File: src/probe_request_capture_queue_defines.svh
// assertion macros for the probe request capture queue
`ifndef PROBE_REQUEST_CAPTURE_QUEUE_DEFINES_SVH
`define PROBE_REQUEST_CAPTURE_QUEUE_DEFINES_SVH

// condition must hold in the same cycle as the trigger
`define PCQ_ASSERT_SAME(label, clk, rstn, ante, cons, msg) \
    label: assert property (@(posedge clk) disable iff (!rstn) (ante) |-> (cons)) \
        else $error(msg);

// condition must hold in the cycle after the trigger
`define PCQ_ASSERT_NEXT(label, clk, rstn, ante, cons, msg) \
    label: assert property (@(posedge clk) disable iff (!rstn) (ante) |=> (cons)) \
        else $error(msg);

`endif

File: src/pcq_pkg.sv
`timescale 1ns / 1ps

package pcq_pkg;

    // ring of captured records
    localparam int RING_DEPTH = 32;
    localparam int PTR_W      = (RING_DEPTH > 1) ? $clog2(RING_DEPTH) : 1;

    // ssid storage per record
    localparam int SSID_MAX   = 32;
    localparam int SSID_OFF_W = 5;
    localparam int LEN_W      = 6;
    localparam int ADDR_W     = PTR_W + SSID_OFF_W;

    // frame byte counter
    localparam int COUNT_W = 12;
    localparam logic [COUNT_W-1:0] COUNT_MAX = 12'd4095;

    // byte offsets inside the frame
    localparam int OFF_FC        = 0;
    localparam int OFF_MAC       = 10;
    localparam int MAC_BYTES     = 6;
    localparam int OFF_TAG_ID    = 24;
    localparam int OFF_TAG_LEN   = 25;
    localparam int OFF_SSID      = 26;
    localparam int MIN_FRAME_LEN = 28;

    // frame control checks
    localparam logic [1:0] FC_TYPE_MGMT   = 2'd0;
    localparam logic [3:0] FC_SUBTYPE_PRQ = 4'h4;
    localparam logic [7:0] TAG_SSID       = 8'h00;

    // printable range and its replacement
    localparam logic [7:0] CHAR_LOW  = 8'h20;
    localparam logic [7:0] CHAR_HIGH = 8'h7E;
    localparam logic [7:0] CHAR_DOT  = 8'h2E;

    // input word kinds and tuser bits
    localparam logic REQ_BYTE   = 1'b0;
    localparam logic REQ_POP    = 1'b1;
    localparam int   TUSER_REQ   = 0;
    localparam int   TUSER_FIRST = 1;
    localparam int   TUSER_MGMT  = 2;
    localparam int   S_TUSER_W   = 3;

    // result word layout
    localparam int MAC_W         = 48;
    localparam int SEEN_W        = 32;
    localparam int OUT_FIELDS_W  = 8 + LEN_W + MAC_W + SEEN_W;
    localparam int OUT_TDATA_W   = ((OUT_FIELDS_W + 7) / 8) * 8;

    // command queue between parser and ring
    localparam int CMDQ_DEPTH = 4;
    localparam int CMDQ_PTR_W = 2;

    typedef struct packed {
        logic                  pop;
        logic                  wr;
        logic                  commit;
        logic [SSID_OFF_W-1:0] off;
        logic [7:0]            ssid_byte;
        logic [MAC_W-1:0]      mac;
        logic [LEN_W-1:0]      len;
    } cmd_t;

endpackage

File: src/pcq_cmd_fifo.sv
`timescale 1ns / 1ps

module pcq_cmd_fifo (
    input  logic           aclk,
    input  logic           aresetn,
    input  logic           wr_en,
    input  pcq_pkg::cmd_t  wr_data,
    output logic           full,
    input  logic           rd_en,
    output pcq_pkg::cmd_t  rd_data,
    output logic           empty
);

    pcq_pkg::cmd_t entries_reg [pcq_pkg::CMDQ_DEPTH];
    logic [pcq_pkg::CMDQ_PTR_W:0] wr_ptr_reg, wr_ptr_next;
    logic [pcq_pkg::CMDQ_PTR_W:0] rd_ptr_reg, rd_ptr_next;

    // occupancy from the wrap bit
    assign empty = (wr_ptr_reg == rd_ptr_reg);
    assign full  = (wr_ptr_reg[pcq_pkg::CMDQ_PTR_W] != rd_ptr_reg[pcq_pkg::CMDQ_PTR_W]) &&
                   (wr_ptr_reg[pcq_pkg::CMDQ_PTR_W-1:0] == rd_ptr_reg[pcq_pkg::CMDQ_PTR_W-1:0]);
    assign rd_data = entries_reg[rd_ptr_reg[pcq_pkg::CMDQ_PTR_W-1:0]];

    always_comb begin
        wr_ptr_next = wr_ptr_reg;
        rd_ptr_next = rd_ptr_reg;
        if (wr_en && !full) begin
            wr_ptr_next = wr_ptr_reg + 1'b1;
        end
        if (rd_en && !empty) begin
            rd_ptr_next = rd_ptr_reg + 1'b1;
        end
    end

    // pointers
    always_ff @(posedge aclk) begin
        if (!aresetn) begin
            wr_ptr_reg <= '0;
            rd_ptr_reg <= '0;
        end else begin
            wr_ptr_reg <= wr_ptr_next;
            rd_ptr_reg <= rd_ptr_next;
        end
    end

    // storage
    always_ff @(posedge aclk) begin
        if (wr_en && !full) begin
            entries_reg[wr_ptr_reg[pcq_pkg::CMDQ_PTR_W-1:0]] <= wr_data;
        end
    end

endmodule

File: config.mk
export PLATFORM = sky130hd
export DESIGN_NAME = pcq_cmd_fifo
export DESIGN_NICKNAME = d
export VERILOG_FILES = /design/src/probe_request_capture_queue_defines.svh /design/src/pcq_pkg.sv /design/src/pcq_cmd_fifo.sv
export SDC_FILE = /design/constraint.sdc
export NUM_CORES = 1
export LEC_CHECK = 0
export BUFFER_PORTS_ARGS = -buffer_cell sky130_fd_sc_hd__buf_2
export CORE_AREA = 5 5 130 181
export CTS_CLUSTER_SIZE = 10
export DETAILED_ROUTE_END_ITERATION = 10
export DIE_AREA = 0 0 135 186
export PLACE_DENSITY = 0.66
export SLEW_MARGIN = 20
export SYNTH_ARGS = -nofsm -noshare
export SYNTH_HDL_FRONTEND = slang
export SYNTH_SLANG_ARGS = --single-unit
File: constraint.sdc
create_clock -name aclk -period 5.1 [get_ports aclk]
set_input_delay 1.275 -clock aclk [delete_from_list [all_inputs] [get_ports aclk]]
set_output_delay 1.275 -clock aclk [all_outputs]
set_load 0.02 [all_outputs]
=== Word level (Yosys, flattened, before mapping) ===
Memories as Yosys holds them, arrays and structs flattened. A register that Yosys moved wholly into a read port is not among the register bits.
Cells that the tools add are included.
W data, S select, Z words.

* Flip-flop bits (word level): 6
* RAM bits: 280
* Input port bits: 74
* Output and inout bits: 72
* Logic and storage cells: 17
* Memories kept: 1

{| class="wikitable"
|+ Memory list
! memory !! words !! width !! rd ports !! clocked after memory_dff !! wr ports !! line !! text
|-
| entries_reg || 4 || 70 || 1 || 1 || 1 || pcq_cmd_fifo.sv:14 || <nowiki>pcq_pkg::cmd_t entries_reg [pcq_pkg::CMDQ_DEPTH];</nowiki>
|}

* Add/sub/neg operators: 2
* Equality and inequality tests: 3
* Muxes and demuxes: 4
* Reductions and logical operators: 5

{| class="wikitable"
|+ Operator list
! kind !! count
|-
| $add A3 B1 Y3 const B || 2
|-
| $mux W2 || 2
|-
| $eq A3 B3 Y1 || 1
|-
| $logic_and A1 B1 Y1 || 3
|-
| $eq A2 B2 Y1 || 1
|-
| $logic_not A1 Y1 || 2
|-
| $mux W1 || 2
|-
| $ne A1 B1 Y1 || 1
|}

=== Longest topological paths before layout ===
Gate-level depths: netlist of the first run.

* Word-level depth: 6
* Depth in mapped cells: 5
* Mapped depth without buffers: 4

=== Worst setup path before layout of the first run ===
No wires, ideal clock.

* Path kind: input-to-reg
* From: input port wr_en
* To: memory entries_reg[3][0] in the netlist's numbering, enable pin
* Library setup time: 498 ps
* Arrival time: 4285 ps
* Data required time: 4602 ps
* Path slack: 317 ps
* Stages on the path: 2
* Buffers on the path: 0
* Cells stage by stage: nand2_1 > nor2_1

* Word-level cells in the longest chain between the ends: 3

{| class="wikitable"
|+ Ends and longest elaborated chain
! element !! line !! text
|-
| from (decl) || pcq_cmd_fifo.sv:6 || <nowiki>input logic wr_en,</nowiki>
|-
| $logic_and A1 B1 Y1 || pcq_cmd_fifo.sv:48 || <nowiki>if (wr_en && !full) begin</nowiki>
|-
| $mux W1 || pcq_cmd_fifo.sv:48 ||
|-
| $mux W1 (not written as such) || pcq_cmd_fifo.sv:49 || <nowiki>entries_reg[wr_ptr_reg[pcq_pkg::CMDQ_PTR_W-1:0]] <= wr_data;</nowiki>
|-
| to (decl) || pcq_cmd_fifo.sv:14 ||
|}

No other way between the ends.

==> results of run 1 <==
## cell usage in the layout (no fill, tap or decap), drive strengths merged, types with 2 or more instances in the layout
cell type	synthesis	final
a211o	4	4
a21oi	2	2
a31oi	2	2
a41oi	2	2
and2	4	4
buf	8	150
clkbuf	10	50
dfxtp	8	8
edfxtp	280	280
ha	5	5
inv	5	5
mux4	70	70
nand2	3	3
nand3	3	3
nand3b	4	4
nand4	2	2
nor2	2	2
nor3	4	4
o211ai	2	2
o21ai	4	4
xnor2	3	3
xor2	3	3
## through the flow
step	cells	setup WS (ns)	cell area [sq um]
finish	913	1.384	12710
global route	913	1.156	12710
CTS	911	1.265	12670
detailed placement	861	1.791	11700
global placement	861	1.816	11700
floorplan	434	0.3171	10630
## worst max-delay path: stages (launching register included)
cell and delay [ns]:
dfxtp_4 0.76, buf_12 0.39, mux4_2 0.59, buf_2 0.18
## layout make-up
class | instances | area (sq um)
fillers | 1594 | 8991
inverters | 5 | 18.77
well taps | 297 | 371.6
multi-input cells | 123 | 1968
clock buffers | 50 | 974.7
repair buffers | 150 | 800.8
flip-flops and latches | 288 | 8576
## metal layers
layer / global-route usage (%) / vias up
met5: 0 / -
li1: - / 2188
met1: 20.03 / 2549
met4: 5.042 / 2
met3: 3.488 / 34
met2: 30.23 / 137
## Yosys cell counts, drive strengths merged, types with 3 or more instances
| master | n | area [sq um] |
|---|---|---|
| a211o | 4 | 35.03 |
| and2 | 4 | 25.02 |
| buf | 8 | 46.29 |
| clkbuf | 10 | 41.29 |
| dfxtp | 8 | 160.2 |
| edfxtp | 280 | 8408 |
| ha | 5 | 62.56 |
| inv | 5 | 18.77 |
| mux4 | 70 | 1577 |
| nand2 | 3 | 11.26 |
| nand3 | 3 | 15.01 |
| nand3b | 4 | 30.03 |
| nor3 | 4 | 20.02 |
| o21ai | 4 | 20.02 |
| xnor2 | 3 | 26.28 |
| xor2 | 3 | 26.28 |
## worst paths after layout
kind,start,to,cells after the start
max,flop,rd_data[65],3
min,wr_ptr_reg[2],wr_ptr_reg[2],2
min reg2reg,wr_ptr_reg[2],wr_ptr_reg[2],2
max reg2reg,wr_ptr_reg[0],entries_reg[3][6],4
## power groups by stage
stage | registers, mW | clock network, mW | logic, mW
3_5_place_dp | 3.27 | 0 | 1.62
5_1_grt | 3.24 | 2.29 | 1.71
2_1_floorplan | 3.13 | 0 | 1.17
3_3_place_gp | 3.24 | 0 | 1.60
4_1_cts | 3.22 | 2.18 | 1.62
6_report | 3.20 | 2.13 | 1.60
## kinds of logic (layout without fill, tap and decap cells)
group	Yosys count	after routing	synth area share, %
AND/OR/NAND/NOR	24	24	1.271
XOR/XNOR	6	6	0.4946
flip-flops	288	288	80.62
AO/OA/AOI/OAI	18	18	1.189
buffers and inverters	23	205	1.001
adder cells (fa/ha/maj)	5	5	0.5887
multiplexers	70	70	14.83
==> metrics.md, run 1 <==
| Metric | Value |
|---|---|
| Layout cells sized above 1 | `about 43%` |
| Initial antenna violation count | `1` |
| Seq/Total Area, Yosys | `approximately four fifths` |
| Synth Instances | `434` |
| Synth-to-layout area growth | `19.59%` |
| Worst Tran Pin Value | `1.079 ns` |
| Synth warnings | `0` |
| Synth Cell Area | `~11000 sq um` |
| Clk pwr share | `30.7%` |
| Post-DP HPWL | `approximately 12000 um` |
| Postcts setup bufs | `0` |
| CTS tree | `done` |
| PnR Total Power | `6.926 mW` |
| Total Routing Usage GR | `16.63%` |
| # clock sinks | `288` |
| Starting density of the core | `48.97%` |
| Worst-path clk slew | `0.05 ns` |
| Drt pass-1 iters | `4` |
| WHS | `0.5664 ns` |
| Worst Setup End Kind | `primary output` |
| Drt total wl | `20220 um` |
| # setup viols final | `0` |
| Cell area power density | `around 540 nW/um^2` |
| Routed via count | `4910` |
| Drt via density | `5.378` |
| Met3 wire length | `974 um` |
| # port buffers | `145` |
| Final Critical Period | `3.716 ns` |
| Number of flip-flops in the largest register | `280` |
| Die W | `approximately 140 um` |
| Fin Setup TNS | `0 ns` |
| CP arrival | `2.44 ns` |
| Worst vdd ir | `417.4 uV` |
| Post-synth EDFFs | `280` |
| Slew headroom | `28.09%` |
| Total core area | `~22000 sq um` |
| Total internal power | `4.971 mW` |
| ANT nets after route | `0` |
| Htree depth | `2` |
| Clk_skew | `0.01350 ns` |
| Die Height | `approximately 190 um` |
| Clk buf depth | `3` |
| DRC violations left | `0` |
| Fmax | `~270 MHz` |
| Hold Violations, Final | `0` |
| Routed wl met2 | `around 11000 um` |
| RSZ-0062 raised after global routing | `false` |
| Sequential share of power | `46.2%` |
| Leak pwr | `4.262 nW` |
| Worst Path Max Fanout | `40` |
| Number of global-route vias before repair | `5553` |
| CTS resizes | `0` |
| Ys flop type | `edfxtp_1` |
| Max-cap check violation count | `0` |
| Worst hold path type | `flop to flop` |
| Fin util | `between 50 and 60%` |
| Crit path required time | `3.83 ns` |
| Gr ovfl total | `0` |
| Post-synth ARST share | `0%` |
| Combinational power share | `23.1%` |
| Switching share of power | `28.22%` |
| Status | `complete, no violations` |
| Crit start category | `flop` |
| Critical path type | `flop to primary output` |
| Met1 WL | `7717 um` |
| Final Wtd Congestion | `0.7219` |
| Max layer used | `met5` |
| Clk Latency, worst-skew pair | `0.49 ns` |
| FF-to-FF setup slack | `2.59 ns` |
| NumNets Final | `681` |
| Switch Pwr | `approximately 2.0 mW` |
| Final Max Slew Viols | `0` |
| Syn nets | `513` |
| Iter 0 DRT Violations | `between 200 and 300` |
| Final period util | `~73%` |
| First-pass GRT wire length | `31510 um` |
| Num CTS Buffers | `34` |
| # rows | `64` |
| Hold buffer count at cts | `0` |
| Post-synthesis register bit count | `288` |
| Diodes inserted | `0` |
| # IOs | `146` |
| DIE AREA | `25110 sq um` |
| CTS Root Cell | `clkbuf_16` |
| Synth Area per Inst | `roughly 24 sq um` |
| Pin count of the biggest net entering global routing | `71` |
| Post-DR wirelength/cell | `22.14 um` |
| Distinct cells, synth | `28` |
(Power assumes the default switching activity.)
==> inputs of run 2 (changes only) <==
Settings changed: PLACE_DENSITY 0.66 to 0.69.
Clock period 5.1 ns to 3.3 ns, I/O delays scaled along.
==> metrics.md, run 2 (synthesis results as in run 1) <==
| Metric | Value |
|---|---|
| Status | `complete, no violations` |
| ANT nets after route | `0 (unchanged)` |
| Fmax | `340.8 MHz` |
| Crit start category | `flop` |
| Hold path depth | `1 (-1)` |
| DRC violations left | `0 (unchanged)` |
| Htree depth | `2 (unchanged)` |
| Synth-to-layout area growth | `20.31%` |
| Iter 0 DRT Violations | `349 (+28%)` |
| RSZ-0062 raised after global routing | `false` |
| Worst hold path type | `input port to flop` |
| Clk pwr share | `30.2% (-0.5 points)` |
| NumNets Final | `686 (+0.73%)` |
| Clk buf depth | `3 (unchanged)` |
| Starting density of the core | `48.97% (unchanged)` |
| Worst Tran Pin Value | `0.5784 ns (-0.5002 ns)` |
| Met3 wire length | `1016 um (+4.3%)` |
| Routed via count | `4926 (+0.33%)` |
| Num CTS Buffers | `34 (unchanged)` |
| # IOs | `146 (unchanged)` |
| Reg2reg path depth | `4 (unchanged)` |
| Layout cells sized above 1 | `43.51% (+0.81 points)` |
| Hold Violations, Final | `0 (unchanged)` |
| Die Height | `186 um (unchanged)` |
| PnR Total Power | `10.67 mW (+54%)` |
| Most common cell after layout, fill and taps aside | `edfxtp_1` |
| # port buffers | `145 (unchanged)` |
| FF-to-FF setup slack | `1.05 ns (-1.54 ns)` |
| CTS resizes | `0 (unchanged)` |
| Post-DP Area | `11820 sq um (+1.1%)` |
| Max layer used | `met5` |
| Clk Latency, worst-skew pair | `0.48 ns (about the same)` |
| # setup viols final | `0 (unchanged)` |
| Clk_skew | `0.01021 ns (-0.003282 ns)` |
| Final Max Slew Viols | `0 (unchanged)` |
| Routed wl met2 | `10740 um (-2.8%)` |
| Drt total wl | `19330 um (-4.4%)` |
| Final period util | `88.92%` |
| Slew headroom | `61.44% (+33 points)` |
| Number of flip-flops in the largest register | `280 (unchanged)` |
| Met1 WL | `7130 um (-7.6%)` |
| Switching share of power | `27.91% (-0.32 points)` |
| Fill count | `1583 (-0.69%)` |
| Die W | `135 um (unchanged)` |
| Total internal power | `7.694 mW (+55%)` |
| Sequential share of power | `45.0% (-1.2 points)` |
| WHS | `0.5558 ns (-0.01056 ns)` |
| CP arrival | `2.11 ns (-0.33 ns)` |
| Reg-to-Reg Start | `wr_ptr_reg[0]` |
| Worst-path clk slew | `0.06 ns (about the same)` |
| Commonest cells after routing, fill and taps aside | `edfxtp_1, buf_2, mux4_2, clkbuf_16, clkbuf_1` |
| FF+latch area | `8576 sq um (unchanged)` |
| Post-DP HPWL | `12020 um (-0.44%)` |
| Critical path type | `flop to primary output` |
| Pin count of the biggest net entering global routing | `71 (unchanged)` |
| Worst vdd ir | `575.9 uV (+38%)` |
| # rows | `64 (unchanged)` |
| Max-cap check violation count | `0 (unchanged)` |
| Number of global-route vias before repair | `5444 (-2.0%)` |
| Final Wtd Congestion | `0.7640 (+5.8%)` |
| CTS tree | `done` |
| First-pass GRT wire length | `30340 um (-3.7%)` |
| DIE AREA | `25110 sq um (unchanged)` |
| # clock sinks | `288 (unchanged)` |
| Final Critical Period | `2.935 ns` |
| CTS Root Cell | `clkbuf_16` |
| Combinational power share | `24.7% (+1.6 points)` |
| Switch Pwr | `2.978 mW (+52%)` |
| Post-DR wirelength/cell | `21.10 um (-4.7%)` |
| Fin Setup TNS | `0 ns (unchanged)` |
| Worst Setup End Kind | `primary output` |
| Postcts setup bufs | `0 (unchanged)` |
| Post-Layout Inst Area | `12790 sq um (+0.60%)` |
| Worst Path Max Fanout | `70 (+75%)` |
| Total Routing Usage GR | `15.80% (-0.84 points)` |
| Drt via density | `5.378 (about the same)` |
| Drt pass-1 iters | `4 (unchanged)` |
| Crit path required time | `2.47 ns (-1.36 ns)` |
| Hold buffer count at cts | `0 (unchanged)` |
| Gr ovfl total | `0 (unchanged)` |
| HP Start | `wr_data[60]` |
| Initial antenna violation count | `5 (+4)` |
| Total core area | `21700 sq um (unchanged)` |
| Cell area power density | `834.7 nW/um^2 (+53%)` |
| Leak pwr | `4.295 nW (+0.77%)` |
| Area of the multi-input gates | `1968 sq um (unchanged)` |
## run 2: worst paths after layout
check / to
hold / removal: entries_reg[0][60]
setup / recovery: rd_data[17]
hold reg to reg: wr_ptr_reg[2]
setup reg to reg: entries_reg[3][25]
## run 2: per-layer routing
metal  global-route usage [%]  vias to the layer above
met4                    6.132                        4
met1                    18.79                     2571
met3                    3.678                       31
met5                        0                        -
li1                         -                     2191
met2                    28.03                      129
## run 2: stage by stage
| stage | utilization (%) | setup WS [ns] | instances |
|---|---|---|---|
| floorplan | - | 0.1610 | 434 |
| global placement | 54.48 | 0.8140 | 868 |
| detailed placement | 54.48 | 0.7982 | 868 |
| CTS | 58.88 | 0.2716 | 913 |
| global route | 58.92 | 0.2071 | 916 |
| finish | 58.92 | 0.3655 | 916 |
## run 2: power groups by stage
stage / clock [mW] / sequential (mW) / combinational (mW)
floorplan: 0 / 4.83 / 1.82
global placement: 0 / 4.84 / 2.68
detailed placement: 0 / 4.88 / 2.70
CTS: 3.32 / 4.81 / 2.71
global route: 3.48 / 4.85 / 2.85
finish: 3.23 / 4.81 / 2.64
## run 2: layout make-up
| class | count | area share [%] |
|---|---|---|
| clock buffers | 45 | 7.476 |
| multi-input cells | 123 | 15.39 |
| diodes | 3 | 0.05871 |
| flip-flops and latches | 288 | 67.07 |
| well taps | 297 | 2.906 |
| repair buffers | 155 | 6.948 |
| inverters | 5 | 0.1468 |
## run 2: critical path, cell delays in order, from the launching register on
cell     delay, ns
dfxtp_4       0.35
buf_12        0.46
mux4_2        0.60
buf_2         0.18
==> inputs of run 3 (changes only) <==
Settings changed: CTS_BUF_LIST from default to sky130_fd_sc_hd__clkbuf_16.
==> metrics.md, run 3 (synthesis results as in run 1) <==
| Metric | Value |
|---|---|
| Crit Reg-Reg Endpoint | `entries_reg[3][33]` |
| Fin Setup TNS | `0 ns (unchanged)` |
| # IOs | `146 (unchanged)` |
| Clk buf depth | `3 (unchanged)` |
| Drt total wl | `19320 um (about the same)` |
| Met3 wire length | `1048 um (+3.1%)` |
| Slew headroom | `61.20% (-0.24 points)` |
| Crit start category | `flop` |
| Total Routing Usage GR | `15.80% (about the same)` |
| Reg2reg path depth | `4 (unchanged)` |
| Number of global-route vias before repair | `5447 (+0.055%)` |
| Post-Layout Inst Area | `12790 sq um (unchanged)` |
| Post-DP Area | `11820 sq um (unchanged)` |
| Final Max Slew Viols | `0 (unchanged)` |
| PnR Total Power | `10.65 mW (-0.19%)` |
| Gr ovfl total | `0 (unchanged)` |
| Worst hold path type | `input port to flop` |
| Hold path depth | `1 (unchanged)` |
| Status | `complete, no violations` |
| Reg-to-Reg Start | `wr_ptr_reg[0]` |
| Switch Pwr | `2.983 mW (+0.15%)` |
| Worst-path clk slew | `0.06 ns (about the same)` |
| Cell area power density | `833.1 nW/um^2 (-0.19%)` |
| Synth-to-layout area growth | `20.31% (unchanged)` |
| Hold Violations, Final | `0 (unchanged)` |
| Final Critical Period | `2.938 ns (+0.003146 ns)` |
| Iter 0 DRT Violations | `353 (+1.1%)` |
| Most common cell after layout, fill and taps aside | `edfxtp_1` |
| Worst path max stage delay | `0.60 ns (about the same)` |
| Switching share of power | `28.00% (+0.097 points)` |
| Layout cells sized above 1 | `43.51% (unchanged)` |
| First-pass GRT wire length | `30350 um (about the same)` |
| Die W | `135 um (unchanged)` |
| ANT nets after route | `0 (unchanged)` |
| Critical path type | `flop to primary output` |
| # port buffers | `145 (unchanged)` |
| Htree depth | `2 (unchanged)` |
| Drt via density | `5.404 (+0.49%)` |
| Final period util | `89.02% (+0.095 points)` |
| # setup viols final | `0 (unchanged)` |
| Initial antenna violation count | `5 (unchanged)` |
| Number of flip-flops in the largest register | `280 (unchanged)` |
| Drt pass-1 iters | `4 (unchanged)` |
| Num CTS Buffers | `34 (unchanged)` |
| Post-DP HPWL | `12020 um (unchanged)` |
| Clk pwr share | `30.1% (about the same)` |
| Routed wl met2 | `10730 um (about the same)` |
| WHS | `0.5555 ns (-0.0003530 ns)` |
| Fin util | `58.92% (unchanged)` |
| DRC violations left | `0 (unchanged)` |
| Fill count | `1583 (unchanged)` |
| Hold buffer count at cts | `0 (unchanged)` |
| Pin count of the biggest net entering global routing | `71 (unchanged)` |
| Worst Setup End Kind | `primary output` |
| Clk Latency, worst-skew pair | `0.48 ns (about the same)` |
| Post-DR wirelength/cell | `21.09 um (about the same)` |
| Max-cap check violation count | `0 (unchanged)` |
| Starting density of the core | `48.97% (unchanged)` |
| RSZ-0062 raised after global routing | `false` |
| Clk_skew | `0.01046 ns (+0.0002472 ns)` |
| Crit path cell chain | `buf_12 -> mux4_2 -> buf_2` |
| Total core area | `21700 sq um (unchanged)` |
| Fmax | `340.4 MHz (-0.11%)` |
| Met1 WL | `7097 um (-0.46%)` |
| Worst Tran Pin Value | `0.5820 ns (+0.003646 ns)` |
| WHS Endpoint | `entries_reg[0][60]` |
| Sequential share of power | `45.1% (about the same)` |
| Postcts setup bufs | `0 (unchanged)` |
| Worst vdd ir | `576.1 uV (about the same)` |
| NumNets Final | `686 (unchanged)` |
| CTS resizes | `0 (unchanged)` |
| CP arrival | `2.11 ns (about the same)` |
| Combinational power share | `24.8% (about the same)` |
| CTS Root Cell | `clkbuf_16` |
| Critical Path Slowest Stage Cell | `mux4_2` |
| # clock sinks | `288 (unchanged)` |
| Leak pwr | `4.328 nW (+0.77%)` |
| FF-to-FF setup slack | `1.04 ns (about the same)` |
| Final Wtd Congestion | `0.7640 (unchanged)` |
| Max layer used | `met5` |
| Worst Path Max Fanout | `70 (unchanged)` |
| Routed via count | `4950 (+0.49%)` |
| DIE AREA | `25110 sq um (unchanged)` |
| HP Start | `wr_data[60]` |
| CTS tree | `done` |
| Die Height | `186 um (unchanged)` |
| Total internal power | `7.669 mW (-0.33%)` |
| Commonest cells after routing, fill and taps aside | `edfxtp_1, buf_2, mux4_2, clkbuf_16, inv_1` |
| Crit path required time | `2.47 ns (about the same)` |
| # rows | `64 (unchanged)` |
[run 3: changes by cell type in the layout (fill, tap and decap cells not counted), sizes merged]
cell,change
clkbuf,-8
inv,+8
[run 3: worst max path at each step]
stage | startpoint | end | slack [ns]
global route | flop | rd_data[50] | 0.21
detailed placement | flop | rd_data[57] | 0.80
finish | flop | rd_data[17] | 0.36
CTS | flop | rd_data[57] | 0.27
global placement | flop | rd_data[57] | 0.81
floorplan | wr_en | entries_reg[0][0] | 0.16
[run 3: cell type report]
class | count | area [sq um] | area share, %
Timing Repair Buffer | 155 | 888.4 | 6.948
Tap cell | 297 | 371.6 | 2.906
Sequential cell | 288 | 8576 | 67.07
Multi-Input combinational cell | 123 | 1968 | 15.39
Clock inverter | 8 | 30.03 | 0.2349
Antenna cell | 3 | 7.507 | 0.05871
Clock buffer | 37 | 925.9 | 7.241
Inverter | 5 | 18.77 | 0.1468
[run 3: per-stage QoR]
stage | worst slack, ns | cells
final | 0.3624 | 916
after global routing | 0.2069 | 916
after global placement | 0.8140 | 868
after detailed placement | 0.7982 | 868
after CTS | 0.2714 | 913
after floorplan | 0.1610 | 434
[run 3: worst max-delay path, delay by kind of cell, from the launching register on]
| kind | cells | cell delay [ns] |
|---|---|---|
| buffers and inverters | 2 | 0.64 |
| multiplexers | 1 | 0.60 |
| flip-flops | 1 | 0.35 |
[run 3: per-layer routing]
layer  GRT usage, %  vias up
li1               -     2191
met1          18.81     2589
met2          28.03      135
met3          3.678       31
met4          6.132        4
met5              0        -
[run 3: power groups by stage]
stage / logic, mW / clock network (mW) / registers, mW
floorplan: 1.82 / 0 / 4.83
CTS: 2.71 / 3.30 / 4.81
detailed placement: 2.70 / 0 / 4.88
global placement: 2.68 / 0 / 4.84
global route: 2.85 / 3.46 / 4.85
finish: 2.64 / 3.20 / 4.80
