==> src/probe_request_capture_queue_defines.svh <==
// assertion macros for the probe request capture queue
`ifndef PROBE_REQUEST_CAPTURE_QUEUE_DEFINES_SVH
`define PROBE_REQUEST_CAPTURE_QUEUE_DEFINES_SVH

// condition must hold in the same cycle as the trigger
`define PCQ_ASSERT_SAME(label, clk, rstn, ante, cons, msg) \
    label: assert property (@(posedge clk) disable iff (!rstn) (ante) |-> (cons)) \
        else $error(msg);

// condition must hold in the cycle after the trigger
`define PCQ_ASSERT_NEXT(label, clk, rstn, ante, cons, msg) \
    label: assert property (@(posedge clk) disable iff (!rstn) (ante) |=> (cons)) \
        else $error(msg);

`endif

==> src/pcq_pkg.sv <==
`timescale 1ns / 1ps

package pcq_pkg;

    // ring of captured records
    localparam int RING_DEPTH = 32;
    localparam int PTR_W      = (RING_DEPTH > 1) ? $clog2(RING_DEPTH) : 1;

    // ssid storage per record
    localparam int SSID_MAX   = 32;
    localparam int SSID_OFF_W = 5;
    localparam int LEN_W      = 6;
    localparam int ADDR_W     = PTR_W + SSID_OFF_W;

    // frame byte counter
    localparam int COUNT_W = 12;
    localparam logic [COUNT_W-1:0] COUNT_MAX = 12'd4095;

    // byte offsets inside the frame
    localparam int OFF_FC        = 0;
    localparam int OFF_MAC       = 10;
    localparam int MAC_BYTES     = 6;
    localparam int OFF_TAG_ID    = 24;
    localparam int OFF_TAG_LEN   = 25;
    localparam int OFF_SSID      = 26;
    localparam int MIN_FRAME_LEN = 28;

    // frame control checks
    localparam logic [1:0] FC_TYPE_MGMT   = 2'd0;
    localparam logic [3:0] FC_SUBTYPE_PRQ = 4'h4;
    localparam logic [7:0] TAG_SSID       = 8'h00;

    // printable range and its replacement
    localparam logic [7:0] CHAR_LOW  = 8'h20;
    localparam logic [7:0] CHAR_HIGH = 8'h7E;
    localparam logic [7:0] CHAR_DOT  = 8'h2E;

    // input word kinds and tuser bits
    localparam logic REQ_BYTE   = 1'b0;
    localparam logic REQ_POP    = 1'b1;
    localparam int   TUSER_REQ   = 0;
    localparam int   TUSER_FIRST = 1;
    localparam int   TUSER_MGMT  = 2;
    localparam int   S_TUSER_W   = 3;

    // result word layout
    localparam int MAC_W         = 48;
    localparam int SEEN_W        = 32;
    localparam int OUT_FIELDS_W  = 8 + LEN_W + MAC_W + SEEN_W;
    localparam int OUT_TDATA_W   = ((OUT_FIELDS_W + 7) / 8) * 8;

    // command queue between parser and ring
    localparam int CMDQ_DEPTH = 4;
    localparam int CMDQ_PTR_W = 2;

    typedef struct packed {
        logic                  pop;
        logic                  wr;
        logic                  commit;
        logic [SSID_OFF_W-1:0] off;
        logic [7:0]            ssid_byte;
        logic [MAC_W-1:0]      mac;
        logic [LEN_W-1:0]      len;
    } cmd_t;

endpackage

==> src/pcq_front.sv <==
`timescale 1ns / 1ps

module pcq_front (
    input  logic                            aclk,
    input  logic                            aresetn,
    input  logic                            s_tvalid,
    output logic                            s_tready,
    input  logic [7:0]                      s_tdata,   // [7:0] byte_value
    input  logic                            s_tlast,   // frame_last
    input  logic [pcq_pkg::S_TUSER_W-1:0]   s_tuser,   // [0] req_type, [1] frame_first, [2] is_mgmt
    input  logic                            q_full,
    output logic                            q_push,
    output pcq_pkg::cmd_t                   q_cmd
);

    logic [pcq_pkg::COUNT_W-1:0] byte_count_reg, byte_count_next;
    logic [7:0]                  fc_reg, fc_next;
    logic [7:0]                  tag_id_reg, tag_id_next;
    logic [7:0]                  tag_len_reg, tag_len_next;
    logic [pcq_pkg::MAC_W-1:0]   mac_reg, mac_next;

    logic                        accept;
    logic                        is_byte;
    logic [pcq_pkg::COUNT_W-1:0] idx;
    logic [pcq_pkg::COUNT_W-1:0] len_cnt;
    logic [pcq_pkg::COUNT_W-1:0] ssid_rel;
    logic [pcq_pkg::COUNT_W-1:0] need_len;
    logic                        in_ssid;
    logic [7:0]                  clean_byte;
    logic                        probe_ok;

    assign s_tready = !q_full;
    assign accept   = s_tvalid && s_tready;
    assign is_byte  = (s_tuser[pcq_pkg::TUSER_REQ] == pcq_pkg::REQ_BYTE);

    // offset of this byte and running frame length
    assign idx     = s_tuser[pcq_pkg::TUSER_FIRST] ? '0 : byte_count_reg;
    assign len_cnt = (idx < pcq_pkg::COUNT_MAX) ? idx + 1'b1 : pcq_pkg::COUNT_MAX;

    // capture header fields at their offsets
    always_comb begin
        fc_next      = fc_reg;
        tag_id_next  = tag_id_reg;
        tag_len_next = tag_len_reg;
        mac_next     = mac_reg;
        if (idx == pcq_pkg::COUNT_W'(pcq_pkg::OFF_FC)) begin
            fc_next = s_tdata;
        end
        if (idx == pcq_pkg::COUNT_W'(pcq_pkg::OFF_TAG_ID)) begin
            tag_id_next = s_tdata;
        end
        if (idx == pcq_pkg::COUNT_W'(pcq_pkg::OFF_TAG_LEN)) begin
            tag_len_next = s_tdata;
        end
        for (int j = 0; j < pcq_pkg::MAC_BYTES; j++) begin
            if (idx == pcq_pkg::COUNT_W'(pcq_pkg::OFF_MAC + j)) begin
                mac_next[8*(pcq_pkg::MAC_BYTES-1-j) +: 8] = s_tdata;
            end
        end
    end

    // ssid bytes are sanitized on the way in
    assign in_ssid    = (idx >= pcq_pkg::COUNT_W'(pcq_pkg::OFF_SSID)) &&
                        (idx < pcq_pkg::COUNT_W'(pcq_pkg::OFF_SSID + pcq_pkg::SSID_MAX));
    assign ssid_rel   = idx - pcq_pkg::COUNT_W'(pcq_pkg::OFF_SSID);
    assign clean_byte = ((s_tdata >= pcq_pkg::CHAR_LOW) && (s_tdata <= pcq_pkg::CHAR_HIGH)) ?
                        s_tdata : pcq_pkg::CHAR_DOT;

    // probe request check on the final byte
    assign need_len = pcq_pkg::COUNT_W'(pcq_pkg::OFF_SSID) + {4'd0, tag_len_next};
    assign probe_ok = s_tuser[pcq_pkg::TUSER_MGMT] &&
                      (len_cnt >= pcq_pkg::COUNT_W'(pcq_pkg::MIN_FRAME_LEN)) &&
                      (fc_next[3:2] == pcq_pkg::FC_TYPE_MGMT) &&
                      (fc_next[7:4] == pcq_pkg::FC_SUBTYPE_PRQ) &&
                      (tag_id_next == pcq_pkg::TAG_SSID) &&
                      (tag_len_next != 8'd0) &&
                      (tag_len_next <= 8'(pcq_pkg::SSID_MAX)) &&
                      (need_len <= len_cnt);

    // command toward the ring
    always_comb begin
        q_cmd.pop       = 1'b0;
        q_cmd.wr        = 1'b0;
        q_cmd.commit    = 1'b0;
        q_cmd.off       = ssid_rel[pcq_pkg::SSID_OFF_W-1:0];
        q_cmd.ssid_byte = clean_byte;
        q_cmd.mac       = mac_next;
        q_cmd.len       = tag_len_next[pcq_pkg::LEN_W-1:0];
        if (is_byte) begin
            q_cmd.wr     = in_ssid;
            q_cmd.commit = s_tlast && probe_ok;
        end else begin
            q_cmd.pop = 1'b1;
        end
    end

    assign q_push = accept && (q_cmd.pop || q_cmd.wr || q_cmd.commit);

    assign byte_count_next = s_tlast ? '0 : len_cnt;

    // parser state, a pop leaves it untouched
    always_ff @(posedge aclk) begin
        if (!aresetn) begin
            byte_count_reg <= '0;
            fc_reg         <= '0;
            tag_id_reg     <= '0;
            tag_len_reg    <= '0;
            mac_reg        <= '0;
        end else if (accept && is_byte) begin
            byte_count_reg <= byte_count_next;
            fc_reg         <= fc_next;
            tag_id_reg     <= tag_id_next;
            tag_len_reg    <= tag_len_next;
            mac_reg        <= mac_next;
        end
    end

endmodule

==> config.mk <==
export PLATFORM = sky130hd
export DESIGN_NAME = pcq_front
export DESIGN_NICKNAME = d
export VERILOG_FILES = /design/src/probe_request_capture_queue_defines.svh /design/src/pcq_pkg.sv /design/src/pcq_front.sv
export SDC_FILE = /design/constraint.sdc
export NUM_CORES = 1
export LEC_CHECK = 0
export CAP_MARGIN = 20
export CORE_ASPECT_RATIO = 0.8
export CORE_MARGIN = 10
export CORE_UTILIZATION = 40
export CTS_CLUSTER_SIZE = 28
export DETAILED_ROUTE_END_ITERATION = 6
export DONT_BUFFER_PORTS = 1
export PLACE_DENSITY = 0.62
export SLEW_MARGIN = 15
export SYNTH_ARGS = -nofsm -noshare
export SYNTH_HDL_FRONTEND = slang
export SYNTH_SLANG_ARGS = --single-unit
==> constraint.sdc <==
create_clock -name aclk -period 16.3 [get_ports aclk]
set_clock_uncertainty 0.15 [all_clocks]
set_input_delay 4.89 -clock aclk [delete_from_list [all_inputs] [get_ports aclk]]
set_output_delay 4.89 -clock aclk [all_outputs]
set_load 0.05 [all_outputs]
# ---- After elaboration in Yosys (flattened, before gate mapping)
# Cells that the tools add are included.
dict set report word_totals {
  reg_bits 84
  latch_bits 0
  mem_bits_rw 0
  rom_bits 0
  input_bits 16
  out_inout_bits 72
  elab_cells 63
  n_memories 0
}
dict set report classes {
  n_addsub 3
  n_mul 0
  n_div 0
  n_lt_le_gt_ge 8
  n_eq_ne 9
  shifts 0
  n_mux 15
  bitwise_logic 1
  n_reduce_logical 21
}
# op n
set ops {}
lappend ops {{$mux W8} 10}
lappend ops {{$eq A12 B4 Y1 const B} 6}
lappend ops {{$mux W12} 3}
lappend ops {{$eq A12 B5 Y1 const B} 2}
lappend ops {{$ge A12 B5 Y1 const B} 2}
lappend ops {{$logic_and A1 B1 Y1} 13}
lappend ops {{$add A12 B1 Y12 const B} 1}
lappend ops {{$le A9 B12 Y1} 1}
lappend ops {{$logic_not A12 Y1} 1}
lappend ops {{$lt A12 B12 Y1 const B} 1}
lappend ops {{$lt A12 B6 Y1 const B} 1}
lappend ops {{$add A5 B8 Y9 const A} 1}
lappend ops {{$ge A8 B6 Y1 const B} 1}
lappend ops {{$le A8 B6 Y1 const B} 1}
lappend ops {{$le A8 B7 Y1 const B} 1}
lappend ops {{$logic_not A8 Y1} 1}
lappend ops {{$reduce_bool A8 Y1} 1}
lappend ops {{$sub A5 B5 Y5 const B} 1}
lappend ops {{$eq A4 B3 Y1 const B} 1}
lappend ops {{$logic_not A2 Y1} 1}
lappend ops {{$logic_or A1 B1 Y1} 2}
lappend ops {{$mux W2} 1}
lappend ops {{$reduce_and A2 Y1} 1}
lappend ops {{$logic_not A1 Y1} 1}
lappend ops {{other kinds (2)} 2}

# ---- Longest topological paths before layout
# Gate-level depths: netlist (run 1).
dict set report depth {
  depth_word 16
  mapped_depth 21
  ltp_nobuf 19
}

# ---- Least setup slack after synthesis (run 1)
# OpenSTA, ideal clock, no wires.
dict set report synth_timing {
  kind {in2out}
  startpoint {input s_tuser[1] (netlist bit)}
  endpoint {output q_push}
  t_arrival_ns 9.731
  t_required_ns 11.260
  setup_slack_ns 1.529
  stages 20
  n_path_buf 3
  path_cell_list {clkbuf_1 > clkbuf_1 > nor2b_1 > inv_1 > ha_1 > and3b_1 > nand4_1 > clkbuf_1 > mux2i_1 > inv_1 > ha_1 > a21oi_1 > nor3_1 > xnor2_1 > ha_1 > nand4_1 > a21oi_1 > o41ai_1 > a21oi_1 > o21ai_0}
}
dict set report synth_via {
  elab_cells_between_ends 33
  cone_classes {add/sub (2); order compare (6); eq/ne (3); mux (6); reduce/logical (16)}
}
# item line
set synth_rtl {}
lappend synth_rtl {{start: declaration} pcq_front.sv:10} ;# input logic [pcq_pkg::S_TUSER_W-1:0] s_tuser,
lappend synth_rtl {{$mux W12 (*)} pcq_front.sv:37} ;# assign idx = s_tuser[pcq_pkg::TUSER_FIRST] ? '0 : byte_count_reg;
lappend synth_rtl {{$eq A12 B5 Y1 (*)} pcq_front.sv:52} ;# if (idx == pcq_pkg::COUNT_W'(pcq_pkg::OFF_TAG_LEN)) begin
lappend synth_rtl {{$mux W8 (*)} pcq_front.sv:52}
lappend synth_rtl {{named net tag_len_next[1]} pcq_front.sv:19} ;# logic [7:0] tag_len_reg, tag_len_next;
lappend synth_rtl {{branches (longest 3 deep; another with $le A9 B12 Y1)} --}
lappend synth_rtl {{$logic_and A1 B1 Y1 (*)} pcq_front.sv:77} ;# (tag_len_next <= 8'(pcq_pkg::SSID_MAX)) &&
lappend synth_rtl {{$logic_and A1 B1 Y1 (*)} pcq_front.sv:91} ;# q_cmd.commit = s_tlast && probe_ok;
lappend synth_rtl {{$mux W2 (*)} pcq_front.sv:89} ;# if (is_byte) begin
lappend synth_rtl {{$logic_or A1 B1 Y1 (*)} pcq_front.sv:97} ;# assign q_push = accept && (q_cmd.pop || q_cmd.wr || q_cmd.commit);
lappend synth_rtl {{$logic_and A1 B1 Y1 (*)} pcq_front.sv:97}
lappend synth_rtl {{end: declaration} pcq_front.sv:12} ;# output logic q_push,
# Mark *: on every way through the listed nets, which the timed path passes.

==> results of run 1 <==
==> metrics by stage <==
stage / power, mW / hold slack, ps / std cells / util
floorplan: 0.241 / 291 / 610 / -
global placement: 0.234 / 296 / 730 / 0.406
detailed placement: 0.235 / 305 / 730 / 0.406
CTS: 0.441 / 314 / 746 / 0.429
global route: 0.452 / 326 / 747 / 0.429
finish: 0.434 / 313 / 747 / 0.429
==> final timing paths <==
check                                  from                     endpoint  slack (ps)
max                              s_tuser[1]                       q_push        1250
min                mac_reg[29]$_SDFFE_PN0P_     mac_reg[29]$_SDFFE_PN0P_         310
max reg2reg  byte_count_reg[0]$_SDFFE_PN0P_  tag_len_reg[2]$_SDFFE_PN0P_       13170
min reg2reg        mac_reg[29]$_SDFFE_PN0P_     mac_reg[29]$_SDFFE_PN0P_         310
==> routing by layer <==
layer | global-route usage | routed length, um | share of wire
met5 | 0 | 0 | 0
met4 | 0.0373 | 164 | 0.011
met3 | 0.0497 | 912 | 0.061
met2 | 0.260 | 6890 | 0.46
met1 | 0.209 | 7020 | 0.47
==> Yosys cell counts (all sizes together), types with 15 or more instances <==
library cell / instances
inv: 18
nand2: 59
nor2: 24
clkbuf: 25
ha: 15
nand3: 36
nor2b: 52
mux2i: 50
mux2: 51
buf: 32
a21boi: 26
dfxtp: 82
==> worst register-to-register path, delay by kind of cell, from the launching register on <==
family,cells,cell delay (ps)
flip-flops,1,420
adder cells (fa/ha/maj),1,240
buffers and inverters,1,420
AND/OR/NAND/NOR,5,1190
multiplexers,1,630
==> cell families after synthesis <==
| group | after synthesis | share of synthesized area |
|---|---|---|
| xor+xnor | 15 | 0.0245 |
| other cells | 1 | 0.000698 |
| fa+ha+maj | 15 | 0.0349 |
| buf+inv | 75 | 0.0759 |
| simple gates | 235 | 0.247 |
| flops | 82 | 0.306 |
| compound gates | 86 | 0.112 |
| mux | 101 | 0.200 |
==> area by class of cell <==
cell class                      instances  area, um^2
Fill cell                            1279        7430
Multi-Input combinational cell        453        3330
Clock inverter                          4        51.3
Tap cell                              175         219
Sequential cell                        82        1640
Timing Repair Buffer                    3        22.5
Inverter                               18        67.6
Clock buffer                           12         246
==> power by group through the flow <==
stage / registers, mW / logic, mW / clock network, mW
floorplan: 0.207 / 0.0343 / 0
global placement: 0.207 / 0.0268 / 0
detailed placement: 0.207 / 0.0275 / 0
CTS: 0.203 / 0.0276 / 0.211
global route: 0.203 / 0.0297 / 0.219
finish: 0.203 / 0.0274 / 0.204
==> PnR_summary.wiki, run 1 <==
{| class="wikitable"
! Metric !! Value
|-
| Share of synthesized registers carrying an async set or reset || 0
|-
| Wire length of the first global-routing pass || 23,700 um
|-
| Fraction of final layout cells with drive strength greater than 1 || 0.154
|-
| Via count of the first global-routing pass || 4,191
|-
| Max Fanout on Critical Path || 25
|-
| Area of the placeable core || 0.0130 mm^2
|-
| Combinational fraction of design power || 0.063
|-
| Worst hold path stage count || 2
|-
| Total negative slack || 0 ps
|-
| Remaining Overflow, GRT || 0
|-
| First DRT Iteration DRCs || 250
|-
| Standard cell with the maximum stage delay on the critical path || o21ai_1
|-
| Maximum number of pins on one net before global-route repair || 83
|-
| Summed instance area of the synthesized netlist || 0.00537 mm^2
|-
| Logic depth of the worst setup path including buffers || 18
|-
| CP Class || primary input to primary output
|-
| Setup Buffers After CTS || 0
|-
| Worst Path Arrival || 10,010 ps
|-
| Placement-stage worst setup slack || 1250 ps
|-
| Switching power share of the total || 0.230
|-
| Cell-by-cell listing of the critical path || inv_1 > nand2_1 > inv_1 > ha_1 > and3b_1 > nand4_1 > mux2i_1 > inv_1 > ha_1 > a21oi_1 > nor3_1 > xnor2_1 > ha_1 > nand4_1 > a21oi_1 > o41ai_1 > a21oi_1 > o21ai_1
|-
| Worst r2r path cells || 8
|-
| Unrepaired setup endpoints after global routing || no
|-
| Family with the most delay on the worst path || compound AO/OA/AOI/OAI gates
|-
| Post-Syn Area per Cell || 8.81 um^2
|-
| Estimated wirelength of the detail-placed design || 10,400 um
|-
| Headroom to the max-slew limit || 0.258
|-
| Yosys top cell by area || dfxtp_1
|-
| Cell area after placement || 0.00528 mm^2
|-
| Clk pwr share || 0.470
|-
| Overall die height || 124 um
|-
| Pwr Density || 77.8 mW/mm^2
|-
| Total routing usage reported by global routing || 0.162
|-
| I/O Pins || 88
|-
| Count of nets after finishing || 598
|-
| Crit. End Element || primary output
|-
| Result of the run || finished, final reports clean
|-
| Hold buffer count at CTS || 0
|-
| Element type at the critical path start || primary input
|-
| Top library cells by usage in the layout, fill and taps aside || 82 x dfxtp_1, 59 x nand2_1, 52 x nor2b_1
|-
| Die extent in x || 150 um
|-
| Synthesized Nets || 641
|-
| Number of H-tree branching levels || 3
|-
| Yosys top cell area share || 0.306
|-
| Antenna diode count || 0
|-
| Flip-flop count of the largest register after layout || 48
|-
| Number of buffers on the longest clock path || 2
|-
| Pint || 0.335 mW
|-
| Post-route minimum period || 15,050 ps
|-
| Via count || 4,154
|-
| Floorplan row count || 37
|-
| Reg power frac || 0.467
|-
| Leading cell type in the layout, fill and taps excluded || dfxtp_1
|-
| Sum of buffers and inverters on the critical path || 3
|-
| Required time at the worst-slack endpoint || 11,260 ps
|-
| TritonCTS clock tree || yes
|-
| Number of hold violations in the final report || 0
|-
| Post-CTS Resized || 0
|-
| Worst min-delay path category || register to register
|-
| Starting density of the core || 0.413
|-
| Flip-flop and latch count after synthesis || 82
|-
| DRC viols || 0
|-
| Number of enable flip-flop cells after synthesis || 0
|-
| TritonCTS Buffers || 9
|-
| IO buf count || 0
|-
| Worst path setup slack after routing || 1250 ps
|-
| Antenna violations before repair || 0
|-
| Clock-pin slew on the worst setup and hold paths || 60 ps
|-
| Number of max-slew violations in the final report || 0
|-
| Worst ir drop on vdd || 52.3 uV
|-
| Tightest Pin Transition || 1110 ps
|-
| Leakage Power || 2.14 nW
|-
| Clock sinks || 82
|-
| Highest cell delay on the worst timing path || 770 ps
|-
| Detailed Route WL || 15,000 um
|-
| Later-pin clock latency in the skew report || 340 ps
|-
| Library cell used as clock root buffer || clkbuf_16
|-
| Area of all placed cells without fillers || 0.00558 mm^2
|-
| Max frequency || 66.5 MHz
|-
| Net Switching || 0.0999 mW
|-
| Setup violators final || 0
|-
| Per-cell via count in the routed design || 5.56
|-
| Period utilisation layout || 0.923
|-
| Top flip-flop cell by instance count after synthesis || dfxtp_1
|-
| Final antenna-violating net count || 0
|-
| Area enclosed by the die boundary || 0.0185 mm^2
|-
| Synth top area cells || dfxtp_1 31%, mux2_2 11%, mux2i_1 9.3%
|-
| Layout overhead on the synthesized area || 3.91%
|-
| Routability-driven placement congestion ratio || 0.868
|-
| Number of standard cells after synthesis || 610
|-
| Sequential share of the synthesized area || 0.306
|-
| Distinct cell type count of the synthesized netlist || 61
|-
| Max Cap Viol || 0
|-
| First-pass iteration count of the detailed router || 4
|-
| Wire length per cell after detailed routing || 20.1 um
|-
| Yosys Warn Count || 0
|}
(Power assumes the default switching activity.)
==> run 2: changes to the inputs <==
CTS_CLUSTER_SIZE = 10   (was 28)
PLACE_DENSITY = 0.64   (was 0.62)
clock period = 13.68 ns   (was 16.3 ns; I/O delays follow)
==> run 2 against run 1 <==
  * Register-to-register slack got worse by 2700 ps
  * Cell count is 0.27% higher
  * Combinational power increased by 20%
  * Non-clock buffer count grew 2
  * Largest cell class unchanged
  * Total power grew 25%
  * Sequential power increased by 19%
  * Critical path type unchanged
  * Highest routed layer unchanged
  * Global-route usage down 0.61 points
  * Routed wire length decreased by 2.1%
  * Sequential cell count unchanged
  * Via count increased by 1.9%
  * Critical path depth increased by 1
==> PnR_summary.wiki, run 2 (synthesized netlist as in run 1, its figures left out) <==
{| class="wikitable"
! Metric !! Value
|-
| Leading cell type in the layout, fill and taps excluded || dfxtp_1
|-
| Tightest Pin Transition || 1110 ps
|-
| Worst min-delay path category || register to register
|-
| Setup violators final || 0
|-
| Starting density of the core || 0.413
|-
| Wire length of the first global-routing pass || 22,800 um
|-
| Sum of buffers and inverters on the critical path || 4
|-
| Standard cell with the maximum stage delay on the critical path || nand4_1
|-
| First-pass iteration count of the detailed router || 5
|-
| Crit. End Element || primary output
|-
| Overall die height || 124 um
|-
| Wire length per cell after detailed routing || 19.6 um
|-
| Later-pin clock latency in the skew report || 330 ps
|-
| Max Cap Viol || 0
|-
| Count of nets after finishing || 600
|-
| Hold buffer count at CTS || 0
|-
| Antenna diode count || 0
|-
| Floorplan row count || 37
|-
| Flip-flop count of the largest register after layout || 48
|-
| Post-route minimum period || 12,900 ps
|-
| TritonCTS clock tree || yes
|-
| Fraction of final layout cells with drive strength greater than 1 || 0.159
|-
| Unrepaired setup endpoints after global routing || no
|-
| Area enclosed by the die boundary || 0.0185 mm^2
|-
| Cell area after placement || 0.00529 mm^2
|-
| IO buf count || 0
|-
| Clock-pin slew on the worst setup and hold paths || 60 ps
|-
| Via count of the first global-routing pass || 4,172
|-
| TritonCTS Buffers || 9
|-
| Final antenna-violating net count || 0
|-
| Maximum number of pins on one net before global-route repair || 83
|-
| Result of the run || finished, final reports clean
|-
| Per-cell via count in the routed design || 5.65
|-
| Pwr Total || 0.544 mW
|-
| Number of max-slew violations in the final report || 0
|-
| Multi-input combinational cell area || 0.00333 mm^2
|-
| Total routing usage reported by global routing || 0.156
|-
| Number of H-tree branching levels || 3
|-
| Worst Path Arrival || 8650 ps
|-
| Number of buffers on the longest clock path || 2
|-
| First DRT Iteration DRCs || 337
|-
| Estimated wirelength of the detail-placed design || 10,200 um
|-
| Top library cells by usage in the layout, fill and taps aside || 82 x dfxtp_1, 59 x nand2_1, 52 x nor2b_1
|-
| Highest cell delay on the worst timing path || 550 ps
|-
| Fillcell total || 1,249
|-
| Worst ir drop on vdd || 70.3 uV
|-
| DRC viols || 0
|-
| Period utilisation layout || 0.943
|-
| Remaining Overflow, GRT || 0
|-
| Via count || 4,233
|-
| Max Fanout on Critical Path || 25
|-
| Pwr Density || 96.6 mW/mm^2
|-
| Sequential cell area || 0.00164 mm^2
|-
| Clock sinks || 82
|-
| CP Class || primary input to primary output
|-
| Antenna violations before repair || 0
|-
| Setup Buffers After CTS || 0
|-
| Required time at the worst-slack endpoint || 9430 ps
|-
| Max frequency || 77.5 MHz
|-
| Element type at the critical path start || primary input
|-
| Area of the placeable core || 0.0130 mm^2
|-
| Leakage Power || 2.16 nW
|-
| Area of all placed cells without fillers || 0.00563 mm^2
|-
| Layout overhead on the synthesized area || 4.75%
|-
| Post-CTS Resized || 0
|-
| Family with the most delay on the worst path || buffers and inverters
|-
| Headroom to the max-slew limit || 0.257
|-
| Cell-by-cell listing of the critical path || inv_1 > nand2_1 > inv_1 > ha_1 > and3b_1 > nand4_1 > mux2i_1 > inv_1 > ha_1 > a21oi_1 > nor3_1 > xnor2_1 > ha_1 > nand4_1 > a21oi_1 > o41ai_1 > a21oi_1 > o21ai_1 > buf_4
|-
| Routability-driven placement congestion ratio || 0.930
|-
| Detailed Route WL || 14,700 um
|-
| Total negative slack || 0 ps
|-
| Number of hold violations in the final report || 0
|-
| Library cell used as clock root buffer || clkbuf_16
|-
| Die extent in x || 150 um
|-
| I/O Pins || 88
|}
run 2: final cells by class:
| class | count | share of cell area |
|---|---|---|
| multi-input cells | 453 | 0.592 |
| flip-flops and latches | 82 | 0.292 |
| clock inverters | 5 | 0.0151 |
| clock buffers | 11 | 0.0431 |
| repair buffers | 5 | 0.00667 |
| inverters | 18 | 0.0120 |
| well taps | 175 | 0.0389 |
run 2: path summary, 6_finish.rpt:
path / start / to / slack (ps) / depth (start not counted)
worst max-delay path: s_tuser[1] / q_push / 780 / 19
worst min-delay path: mac_reg[4]$_SDFFE_PN0P_ / mac_reg[4]$_SDFFE_PN0P_ / 320 / 2
worst max register to register: byte_count_reg[1]$_SDFFE_PN0P_ / tag_len_reg[2]$_SDFFE_PN0P_ / 10510 / 8
worst min register to register: mac_reg[4]$_SDFFE_PN0P_ / mac_reg[4]$_SDFFE_PN0P_ / 320 / 2
run 2: layer usage:
| layer | vias up | global-route usage | routed length [um] |
|---|---|---|---|
| li1 | 2043 | - | - |
| met1 | 2025 | 0.200 | 6720 |
| met2 | 151 | 0.253 | 6720 |
| met3 | 14 | 0.0468 | 1080 |
| met4 | 0 | 0.0343 | 144 |
| met5 | - | 0 | 0 |
run 2: metrics by stage:
step | cells | setup slack (ps) | util | hold slack, ps
finish | 749 | 776 | 0.433 | 316
global route | 749 | 334 | 0.433 | 343
CTS | 748 | 785 | 0.432 | 321
detailed placement | 732 | 792 | 0.407 | 312
global placement | 732 | 969 | 0.407 | 297
floorplan | 610 | 481 | - | 291
run 2: where the power goes:
group	internal [mW]	total [mW]	switching (mW)	leakage, nW
Sequential	0.240	0.242	0.00133	0.661
Combinational	0.0120	0.0328	0.0208	1.34
Clock	0.166	0.269	0.103	0.157
run 2: worst min-delay path: stages, from the launching register on:
cell and delay [ps]:
dfxtp_1 310, nand2_1 50, a21boi_0 70
==> run 3: changes to the inputs <==
CTS_BUF_LIST = sky130_fd_sc_hd__clkbuf_2   (was not set)
==> run 3 against run 2 <==
  * Via count fell by 0.71%
  * Routed wire length fell by 0.20%
  * Setup slack got worse by 11 ps
  * Clock power fell by 43%
  * Global-route usage fell by 0.12 points
  * Count of clock-buffer cells in the layout fell by 1
  * Combinational power barely moved
  * Sequential share of layout area rose by 1.0 points
  * Final area fell by 3.4%
==> PnR_summary.wiki, run 3 (synthesized netlist as in run 1, its figures left out) <==
{| class="wikitable"
! Metric !! Value
|-
| Result of the run || finished, final reports clean
|-
| Setup violators final || 0
|-
| Starting density of the core || 0.413
|-
| IO buf count || 0
|-
| Worst Path Arrival || 8660 ps
|-
| Layout overhead on the synthesized area || 1.23%
|-
| Setup Buffers After CTS || 0
|-
| Estimated wirelength of the detail-placed design || 10,200 um
|-
| Family with the most delay on the worst path || simple AND/OR/NAND/NOR gates
|-
| Crit. End Element || primary output
|-
| Antenna diode count || 0
|-
| Flip-flop count of the largest register after layout || 48
|-
| Detailed Route WL || 14,600 um
|-
| Clock-pin slew on the worst setup and hold paths || 230 ps
|-
| Global-route met3 utilization || 0.0464
|-
| Per-cell via count in the routed design || 5.61
|-
| Gr busiest metal || met2
|-
| Worst path setup slack after routing || 764 ps
|-
| Max Cap Viol || 0
|-
| Number of H-tree branching levels || 3
|-
| Leakage Power || 2.08 nW
|-
| Element type at the critical path start || primary input
|-
| Sum of buffers and inverters on the critical path || 4
|-
| Top library cells by usage in the layout, fill and taps aside || 82 x dfxtp_1, 59 x nand2_1, 52 x nor2b_1
|-
| Area enclosed by the die boundary || 0.0185 mm^2
|-
| Cell-by-cell listing of the critical path || inv_1 > nand2_1 > inv_1 > ha_1 > and3b_1 > nand4_1 > mux2i_1 > inv_1 > ha_1 > a21oi_1 > nor3_1 > xnor2_1 > ha_1 > nand4_1 > a21oi_1 > o41ai_1 > a21oi_1 > o21ai_1 > buf_4
|-
| Number of buffers on the longest clock path || 2
|-
| Placement-stage worst setup slack || 792 ps
|-
| Required time at the worst-slack endpoint || 9430 ps
|-
| Antenna violations before repair || 0
|-
| Worst ir drop on vdd || 41.4 uV
|-
| Cell area after placement || 0.00529 mm^2
|-
| Period utilisation layout || 0.944
|-
| Unrepaired setup endpoints after global routing || no
|-
| Max frequency || 77.4 MHz
|-
| TritonCTS clock tree || yes
|-
| Fillcell total || 1,274
|-
| Via count of the first global-routing pass || 4,160
|-
| Maximum number of pins on one net before global-route repair || 83
|-
| Max Fanout on Critical Path || 25
|-
| CP Class || primary input to primary output
|-
| Combinational fraction of design power || 0.077
|-
| Count of nets after finishing || 600
|-
| Via count || 4,203
|-
| Total placed cells including tap cells || 732
|-
| First DRT Iteration DRCs || 322
|-
| Remaining Overflow, GRT || 0
|-
| Total negative slack || 0 ps
|-
| Number of hold violations in the final report || 0
|-
| I/O Pins || 88
|-
| Highest cell delay on the worst timing path || 550 ps
|-
| Switching power share of the total || 0.265
|-
| Post-route minimum period || 12,920 ps
|-
| Net Switching || 0.114 mW
|-
| Post-route non-filler standard cell count || 749
|-
| Library cell used as clock root buffer || clkbuf_2
|-
| Area of the placeable core || 0.0130 mm^2
|-
| Met2 track demand over resource || 0.250
|-
| Standard cell with the maximum stage delay on the critical path || nand4_1
|-
| Pwr Total || 0.429 mW
|-
| Met1 track demand over resource in global routing || 0.199
|-
| TritonCTS Buffers || 9
|-
| Total routing usage reported by global routing || 0.155
|-
| Reg power frac || 0.566
|-
| DRC viols || 0
|-
| Clk pwr share || 0.358
|-
| Die extent in x || 150 um
|-
| Final antenna-violating net count || 0
|-
| Hold buffer count at CTS || 0
|-
| Wire length of the first global-routing pass || 22,700 um
|-
| Wire length per cell after detailed routing || 19.6 um
|-
| Headroom to the max-slew limit || 0.257
|-
| Pwr Density || 78.8 mW/mm^2
|-
| Tightest Pin Transition || 1110 ps
|-
| Fraction of final layout cells with drive strength greater than 1 || 0.159
|-
| Worst min-delay path category || register to register
|-
| End-of-flow core utilization || 0.418
|-
| Clock sinks || 82
|-
| Routability-driven placement congestion ratio || 0.930
|-
| Floorplan row count || 37
|-
| First-pass iteration count of the detailed router || 5
|-
| Area of all placed cells without fillers || 0.00544 mm^2
|-
| Pint || 0.315 mW
|-
| Number of max-slew violations in the final report || 0
|-
| Leading cell type in the layout, fill and taps excluded || dfxtp_1
|-
| Min Hold Slack || 333 ps
|-
| Overall die height || 124 um
|-
| Later-pin clock latency in the skew report || 530 ps
|-
| Post-CTS Resized || 0
|}
==> run 3: routing by layer <==
layer / part of all wire / wire length, um
met5: 0 / 0
met4: 0.0081 / 119
met3: 0.062 / 907
met2: 0.46 / 6740
met1: 0.47 / 6880
==> run 3: final timing paths <==
check                                  from  cells past startpoint  slack (ps)                          end
max                              s_tuser[1]                     19         760                       q_push
min                 mac_reg[4]$_SDFFE_PN0P_                      2         330      mac_reg[4]$_SDFFE_PN0P_
max reg2reg  byte_count_reg[1]$_SDFFE_PN0P_                      8       10480  tag_len_reg[2]$_SDFFE_PN0P_
min reg2reg         mac_reg[4]$_SDFFE_PN0P_                      2         330      mac_reg[4]$_SDFFE_PN0P_
==> run 3: tightest hold or removal path, cell delays in order (launching register included) <==
cell and delay (ps):
dfxtp_1 360, nand2_1 50, a21boi_0 70
==> run 3: power by group through the flow <==
stage                     clock network [mW]  logic, mW  registers, mW
after global routing                   0.168     0.0356          0.243
after floorplan                            0     0.0409          0.247
final                                  0.153     0.0328          0.243
after global placement                     0     0.0320          0.247
after detailed placement                   0     0.0328          0.247
after CTS                              0.160     0.0329          0.243
==> run 3: area by class of cell <==
cell class / count / area [um^2] / share of cell area
Clock buffer: 10 / 50.0 / 0.00920
Clock inverter: 6 / 88.8 / 0.0163
Inverter: 18 / 67.6 / 0.0124
Multi-Input combinational cell: 453 / 3330 / 0.613
Sequential cell: 82 / 1640 / 0.302
Tap cell: 175 / 219 / 0.0403
Timing Repair Buffer: 5 / 37.5 / 0.00690
